`src/sv/assert_macros.svh`:
```
// Assertion helpers for the RTL files; rgba_bracket_blend includes them.
`ifndef ASSERT_MACROS_SVH
`define ASSERT_MACROS_SVH

// Clocked assertion, disabled while reset is asserted.
`define RBB_ASSERT(label, prop, msg) \
    label: assert property (@(posedge clk) disable iff (!rst_n) prop) else $error(msg);

// Same, but checked during reset too.
`define RBB_ASSERT_ALWAYS(label, prop, msg) \
    label: assert property (@(posedge clk) prop) else $error(msg);

`endif

```
`src/sv/rbb_pkg.sv`:
```
// ----------------------------------------------------------------------------
// rbb_pkg
// Types and codes shared by the RGBA blend datapath.
// ----------------------------------------------------------------------------
package rbb_pkg;

    localparam int CHAN_W = 16;

    typedef logic [CHAN_W-1:0] chan_t;

    typedef enum logic [2:0] {
        MODE_ADD      = 3'd0,
        MODE_SUBTRACT = 3'd1,
        MODE_MULTIPLY = 3'd2,
        MODE_DIVIDE   = 3'd3,
        MODE_BLEND    = 3'd4,
        MODE_SOLID    = 3'd5
    } mode_t;

endpackage

```
`src/sv/rbb_lane.sv`:
```
// ----------------------------------------------------------------------------
// rbb_lane
// One channel of the blend: saturate, multiply, restoring divide, select.
// ----------------------------------------------------------------------------
module rbb_lane #(
    parameter int FRAC_BITS = 15
) (
    input  logic                 clk,
    input  logic [FRAC_BITS:0]   stage_en,
    input  rbb_pkg::mode_t       mode,
    input  rbb_pkg::chan_t       bg,
    input  rbb_pkg::chan_t       fg,
    input  rbb_pkg::chan_t       fg_alpha,
    output rbb_pkg::chan_t       result
);
    import rbb_pkg::*;

    localparam int               PW       = 2 * CHAN_W + 2;
    localparam int               SW       = PW + 2;
    localparam logic [CHAN_W:0]  ONE      = (CHAN_W + 1)'(1) << FRAC_BITS;
    localparam logic [CHAN_W:0]  HALF     = ONE >> 1;
    localparam chan_t            CHAN_MAX = (FRAC_BITS >= CHAN_W) ? '1 : chan_t'(ONE);

    function automatic chan_t sat(input chan_t x);
        return (x > CHAN_MAX) ? CHAN_MAX : x;
    endfunction

    mode_t                      mode_reg [FRAC_BITS+1];
    chan_t                      b_reg    [FRAC_BITS+1];
    chan_t                      f_reg    [FRAC_BITS+1];
    logic signed [PW-1:0]       prod_reg [FRAC_BITS+1];
    chan_t                      rem_reg  [FRAC_BITS+1];
    logic [FRAC_BITS-1:0]       quo_reg  [FRAC_BITS+1];

    chan_t                      bs;
    chan_t                      fs;
    chan_t                      fas;
    logic signed [CHAN_W:0]     op_a;
    logic signed [CHAN_W:0]     op_b;
    logic signed [PW-1:0]       prod_next;

    always_comb
    begin
        bs = sat(bg);
        fs = sat(fg);
        fas = sat(fg_alpha);
        if (mode == MODE_BLEND)
        begin
            op_a = $signed({1'b0, fs}) - $signed({1'b0, bs});
            op_b = $signed({1'b0, fas});
        end
        else
        begin
            op_a = $signed({1'b0, bs});
            op_b = $signed({1'b0, fs});
        end
        prod_next = PW'(op_a * op_b);
    end

    // Capture stage: saturated operands and the one product.
    always_ff @(posedge clk)
    begin
        if (stage_en[0])
        begin
            mode_reg[0] <= mode;
            b_reg[0]    <= bs;
            f_reg[0]    <= fs;
            prod_reg[0] <= prod_next;
            rem_reg[0]  <= bs;
            quo_reg[0]  <= '0;
        end
    end

    // One quotient bit per stage; only used in divide mode when bg < fg.
    for (genvar k = 1; k <= FRAC_BITS; k++)
    begin : g_div
        logic [CHAN_W:0] t;
        logic            ge;
        always_comb
        begin
            t  = {rem_reg[k-1], 1'b0};
            ge = (t >= {1'b0, f_reg[k-1]});
        end
        always_ff @(posedge clk)
        begin
            if (stage_en[k])
            begin
                mode_reg[k] <= mode_reg[k-1];
                b_reg[k]    <= b_reg[k-1];
                f_reg[k]    <= f_reg[k-1];
                prod_reg[k] <= prod_reg[k-1];
                rem_reg[k]  <= ge ? CHAN_W'(t - {1'b0, f_reg[k-1]}) : CHAN_W'(t);
                quo_reg[k]  <= {quo_reg[k-1][FRAC_BITS-2:0], ge};
            end
        end
    end

    chan_t                  b;
    chan_t                  f;
    logic signed [SW-1:0]   sum;
    logic [SW-1:0]          val;

    always_comb
    begin
        b   = b_reg[FRAC_BITS];
        f   = f_reg[FRAC_BITS];
        sum = $signed(SW'({b, {FRAC_BITS{1'b0}}})) + SW'(prod_reg[FRAC_BITS])
              + $signed(SW'(HALF));
        case (mode_reg[FRAC_BITS])
            MODE_SUBTRACT: val = (b > f) ? SW'(b - f) : '0;
            MODE_MULTIPLY: val = SW'(prod_reg[FRAC_BITS] + PW'(HALF)) >> FRAC_BITS;
            MODE_DIVIDE:
            begin
                if (f == '0)
                    val = (b != '0) ? SW'(ONE) : '0;
                else if (b >= f)
                    val = SW'(ONE);
                else
                    val = SW'(quo_reg[FRAC_BITS]);
            end
            MODE_BLEND:    val = SW'(sum >>> FRAC_BITS);
            MODE_SOLID:    val = SW'(f);
            default:       val = SW'(b) + SW'(f);
        endcase
        result = (val > SW'(CHAN_MAX)) ? CHAN_MAX : val[CHAN_W-1:0];
    end

endmodule
```
`config.mk`:
```
export PLATFORM = sky130hd
export DESIGN_NAME = rbb_lane
export DESIGN_NICKNAME = d
export VERILOG_FILES = /design/src/sv/assert_macros.svh /design/src/sv/rbb_pkg.sv /design/src/sv/rbb_lane.sv
export SDC_FILE = /design/constraint.sdc
export NUM_CORES = 2
export LEC_CHECK = 0
export ABC_AREA = 1
export BUFFER_PORTS_ARGS = -buffer_cell sky130_fd_sc_hd__buf_4
export CAP_MARGIN = 20
export CORE_ASPECT_RATIO = 2
export CORE_MARGIN = 2
export CORE_UTILIZATION = 58
export DETAILED_ROUTE_END_ITERATION = 8
export HOLD_SLACK_MARGIN = 0.02
export PLACE_DENSITY = 0.77
export SYNTH_ARGS = -nofsm -noshare
export SYNTH_HDL_FRONTEND = slang
export SYNTH_SLANG_ARGS = --single-unit
```
`constraint.sdc`:
```
create_clock -name clk -period 10.15 [get_ports clk]
set_input_delay 2.03 -clock clk [delete_from_list [all_inputs] [get_ports clk]]
set_output_delay 2.03 -clock clk [all_outputs]
set_load 0.05 [all_outputs]
```
Word level (Yosys, flattened, before mapping). Memory sizes are Yosys's and may differ from the RTL's. Cells that the tools add are included.

Memories kept: 6. Bits of input ports: 68. RAM bits: 1600. Register bits after elaboration: 0. Word-level logic and storage cells: 115.

Eq/ne operators: 6. Multiplexer cells: 58. Add/sub/neg operators: 21. $lt $le $gt $ge: 21. Reductions and logical operators: 2. Multipliers: 1.

Memory list: prod_reg (depth 16, width 34, read ports 16, clocked after memory_dff 0, wr ports 16, RTL line rbb_lane.sv:31) `logic signed [PW-1:0] prod_reg [FRAC_BITS+1];`; b_reg (depth 16, width 16, read ports 16, clocked after memory_dff 0, wr ports 16, RTL line rbb_lane.sv:29) `chan_t b_reg [FRAC_BITS+1];`; f_reg (depth 16, width 16, read ports 16, clocked after memory_dff 0, wr ports 16, RTL line rbb_lane.sv:30) `chan_t f_reg [FRAC_BITS+1];`; rem_reg (depth 16, width 16, read ports 15, clocked after memory_dff 0, wr ports 16, RTL line rbb_lane.sv:32) `chan_t rem_reg [FRAC_BITS+1];`; quo_reg (depth 16, width 15, read ports 16, clocked after memory_dff 0, wr ports 16, RTL line rbb_lane.sv:33) `logic [FRAC_BITS-1:0] quo_reg [FRAC_BITS+1];`; mode_reg (depth 16, width 3, read ports 16, clocked after memory_dff 0, wr ports 16, RTL line rbb_lane.sv:28) `mode_t mode_reg [FRAC_BITS+1];`.

Operator list (number): $mux W16 (23); $ge A17 B16 Y1 (15); $sub A16 B16 Y16 (15); $pmux W36 S5 (1); $gt A16 B16 Y1 const B (3); $add A35 B16 Y36 const B (1); $gt A36 B16 Y1 const B (1); $mux W36 (1); $add A32 B34 Y35 (1); $add A34 B15 Y35 const B (1); $mul A17 B17 Y34 (1); $sub A16 B16 Y17 (2); $mux W1 (32); $add A16 B16 Y17 (1); $mux W17 (1); $ge A16 B16 Y1 (1); $gt A16 B16 Y1 (1); $logic_not A16 Y1 (1); $reduce_bool A16 Y1 (1); $eq A3 B3 Y1 const B (3); $eq A3 B2 Y1 const B (2); $eq A3 B1 Y1 const B (1).

Longest topological paths before layout. An unclocked memory read counts as a cell.

Depth after elaboration: 7. Gate-level depth with buffers: 43. Depth with buffers taken out: 43.

Worst setup path before layout. No wires, ideal clock.

Path type: input -> register. Start: input port fg[4]. End: memory prod_reg[0][31] (netlist bit), data pin. Arrival time: 9.538 ns. Buffers on the path: 1. Setup slack: 0.349 ns. Stages: 41. Library setup time: 0.262 ns. Cells stage by stage: nor4_1 -> nand4_1 -> nand2_1 -> buf_2 -> nand2_1 -> ha_1 -> fa_1 -> inv_1 -> nand3_1 -> nand2_1 -> nand2_1 -> nand3b_1 -> nand2_1 -> a21oi_1 -> nand2_1 -> nand3_1 -> inv_1 -> o21ai_1 -> [... 5 more ...] -> fa_1 -> inv_1 -> fa_1 -> inv_1 -> fa_1 -> fa_1 -> fa_1 -> inv_1 -> fa_1 -> inv_1 -> ha_1 -> nand2_1 -> nor4_1 -> nand3_1 -> nand3_1 -> a21o_1 -> a21oi_1 -> xor2_1.

RTL lines: from (decl) (RTL line rbb_lane.sv:12) `input rbb_pkg::chan_t fg,`; to (decl) (RTL line rbb_lane.sv:31).

==> results.py <==
metrics = {
    "pwr": {
        "p_int_mw": 11.1,
        "p_per_area_nw_per_um2": 235,
        "leakagePower_nw": 31.3,
        "power_frac_seq_pct": 41.7,
        "irDropWorstVdd_v": 0.000159,
        "p_total_mw": 17.1,
        "combPwrFrac_pct": 35.9,
        "netSwitchingPower_mw": 5.98,
        "p_clk_share_pct": 22.4,
        "p_sw_share_pct": 35.0,
    },
    "clock_network": {
        "hold_buffers": 0,
        "clockRootBuffer": "clkbuf_16",
        "path_clk_slew_ns": 0.07,
        "clock_latency_ns": 0.71,
        "cts-buffers-inserted": 100,
        "clk_path_buf_depth": 3,
        "cts_resized": 0,
        "cts_tree": "done",
        "cts.sinks": 1224,
        "cts_post_setup_buffers_inserted": 0,
        "htree_levels": 3,
    },
    "yosys": {
        "syn_nets": 6691,
        "seq_area_frac_synth_pct": 55.8,
        "synth-edff-count": 1224,
        "synthFlopType": "edfxtp_1",
        "postSynthCellCount": 5939,
        "synth.distinct_cells": 52,
        "syn-mean-instance-area_um2": 11.1,
        "synth-seq-cells": 1224,
        "synth_area_um2": 65900,
        "synthArstFlopShare_pct": 0,
        "yosysWarnings": 0,
    },
    "sta": {
        "tightest_slew_ns": 0.996,
        "max_clock_freq_ghz": 0.104,
        "slew_headroom_pct": 33.5,
        "slew_violations": 0,
        "finalCriticalPeriod_ns": 9.61,
        "clock_skew_ns": 0.0245,
        "setup_viol": 0,
        "fin_crit_sh_pct": 94.7,
        "setup_tns_ns": 0,
        "hold_viol_final": 0,
        "rsz0062_at_grt": "no",
    },
    "finish": {
        "multiInputGateArea_um2": 25000,
        "syn2layout_area_growth_pct": 10.5,
        "largest_reg_flops": 320,
        "drive_above_1_share_pct": 7.81,
        "nets": 6991,
        "fill_cells": 8599,
        "seq_area_um2": 36800,
    },
    "routing": {
        "via_per_inst": 5.51,
        "wl_per_cell_um": 20.8,
        "route.detailed.drc": 0,
        "ant_nets": 0,
        "drt_wl_total_um": 163000,
        "drt_pre_antenna_iters": 6,
        "vias": 43100,
        "drtIter0Drc": 2423,
    },
    "critical_path": {
        "path_common_cell": "nand2_1",
        "cp.arrival_ns": 10.04,
        "start_kind": "primary input",
        "cp_data_required_time_ns": 10.58,
        "crit_path_max_incr_delay_ns": 0.56,
        "critPathKind": "primary input to register",
        "cp_max_fo": 6,
        "crit_start": "fg[4]",
        "r2r-start": "rem_reg[0][113]",
        "critical-path-slowest-cell": "fa_1",
        "path_buf_inv": 10,
        "crit_family": "adder cells",
        "worstSetupEndpointType": "register",
    },
    "global_routing": {
        "grt-ovfl-total": 0,
        "grt_usage_pct": 28.5,
        "grt_pass1_wl_um": 250000,
        "grt_max_degree": 71,
        "antenna_found_initial": 1,
        "grt_pass1_vias": 47100,
    },
    "worst_hold_path": {
        "hp-class": "register to register",
        "min-delay-start": "prod_reg[1][218]",
    },
    "die": {
        "die_y_um": 481,
        "io_pins": 84,
        "initial_core_util_pct": 58.5,
        "dieArea_um2": 116000,
        "die_x_um": 242,
        "coreArea_um2": 113000,
        "num_rows": 174,
    },
    "outcome": {
        "run_status": "complete, no violations",
    },
    "job": {
        "drv_cap": 0,
    },
    "placement": {
        "port_buffers": 83,
        "place.gp.congestion": 1.03,
        "dpl.hpwl_um": 128000,
    },
}
-- cell usage after synthesis, types with 5 or more instances --
| cell | n | area, um2 |
|---|---|---|
| nor4_1 | 16 | 100 |
| nand2_2 | 11 | 68.8 |
| nand4_1 | 63 | 394 |
| a21o_1 | 11 | 82.6 |
| edfxtp_1 | 1224 | 36800 |
| inv_1 | 1002 | 3760 |
| o21bai_1 | 19 | 143 |
| o2111ai_1 | 11 | 96.3 |
| clkinv_1 | 13 | 48.8 |
| clkbuf_1 | 53 | 199 |
| nand3_1 | 205 | 1030 |
| nor3_1 | 45 | 225 |
| nor2_1 | 377 | 1420 |
| inv_2 | 13 | 48.8 |
| a21oi_2 | 12 | 105 |
| o21a_1 | 16 | 120 |
| o22ai_1 | 9 | 56.3 |
| a21oi_1 | 347 | 1740 |
| xor2_1 | 101 | 885 |
| o211ai_1 | 8 | 60.1 |
| a31oi_1 | 8 | 50.1 |
| or2_2 | 10 | 62.6 |
| nand2_1 | 1143 | 4290 |
| buf_2 | 10 | 50.1 |
| xnor2_1 | 121 | 1060 |
| fa_1 | 295 | 5910 |
| buf_4 | 5 | 37.5 |
| o21ai_1 | 26 | 130 |
| nand3b_1 | 17 | 128 |
| nor2_2 | 8 | 50.1 |
| nand3_2 | 5 | 50.1 |
| ha_1 | 389 | 4870 |
| o21ai_0 | 311 | 1560 |
-- cell families after synthesis --
| kind of cell | share of synthesized area (%) |
|---|---|
| AND/OR/NAND/NOR | 12.0 |
| buffers and inverters | 6.34 |
| adder cells (fa/ha/maj) | 16.4 |
| XOR/XNOR | 2.95 |
| flip-flops | 55.8 |
| AO/OA/AOI/OAI | 6.58 |
-- power groups by stage --
stage / sequential [mW] / combinational, mW / clock [mW]
3_3_place_gp: 7.17 / 5.82 / 0
4_1_cts: 7.13 / 6.08 / 3.90
3_5_place_dp: 7.22 / 6.03 / 0
6_report: 7.13 / 6.14 / 3.82
5_1_grt: 7.20 / 6.85 / 4.06
2_1_floorplan: 7.04 / 4.17 / 0
-- path summary, 6_finish.rpt --
check	to	slack, ns	cells after the start
worst max-delay path	prod_reg[0][31]	0.54	43
worst min-delay path	prod_reg[1][252]	0.41	0
worst min register to register	prod_reg[1][252]	0.41	0
worst max register to register	rem_reg[1][12]	6.48	14
-- placed cells by master (no fill, tap or decap), types with 100 or more instances in the layout --
master     instances
a21oi_1          346
inv_1           1002
ha_1             389
buf_4            264
nand2_1         1143
clkbuf_16        100
nor2_1           373
xnor2_1          121
edfxtp_1        1224
nand3_1          205
xor2_1           101
o21ai_0          310
fa_1             295
-- metal layers --
layer	global-route usage (%)	up-vias	wire [um]
li1	-	20400	-
met1	21.9	20800	45500
met2	59.5	1221	95800
met3	3.41	634	5100
met4	24.4	0	16300
met5	0	-	0
-- worst register-to-register path: stages, from the launching register on --
cell and delay (ns):
edfxtp_1 0.40, ha_1 0.51, nand3_1 0.12, nand2_1 0.16
nand4_1 0.10, o211ai_1 0.19, a31oi_1 0.19, o21ai_0 0.47
nand3b_1 0.16, nand2_1 0.12, nand2_1 0.10, nand2_2 0.31
inv_1 0.36, nand2_1 0.16, nand2_1 0.05
-- stage by stage --
stage | setup slack, ns | std cells | hold slack, ns | util (%) | area (um2)
finish | 0.538 | 7819 | 0.406 | 64.7 | 72800
global route | 0.00949 | 7819 | 0.414 | 64.7 | 72800
floorplan | 0.349 | 5939 | 0.400 | - | 65900
CTS | 0.440 | 7818 | 0.404 | 64.6 | 72800
detailed placement | -0.277 | 7633 | 0.405 | 61.8 | 69500
global placement | -0.206 | 7633 | 0.400 | 61.8 | 69500
-- cell type report --
class,instances,area share (%)
flip-flops and latches,1224,50.5
clock inverters,69,0.883
repair buffers,271,2.90
multi-input cells,3614,34.4
clock buffers,116,3.52
inverters,1028,5.30
well taps,1496,2.57
diodes,1,0.00344
Note: power is estimated with default switching activity, not from simulation.
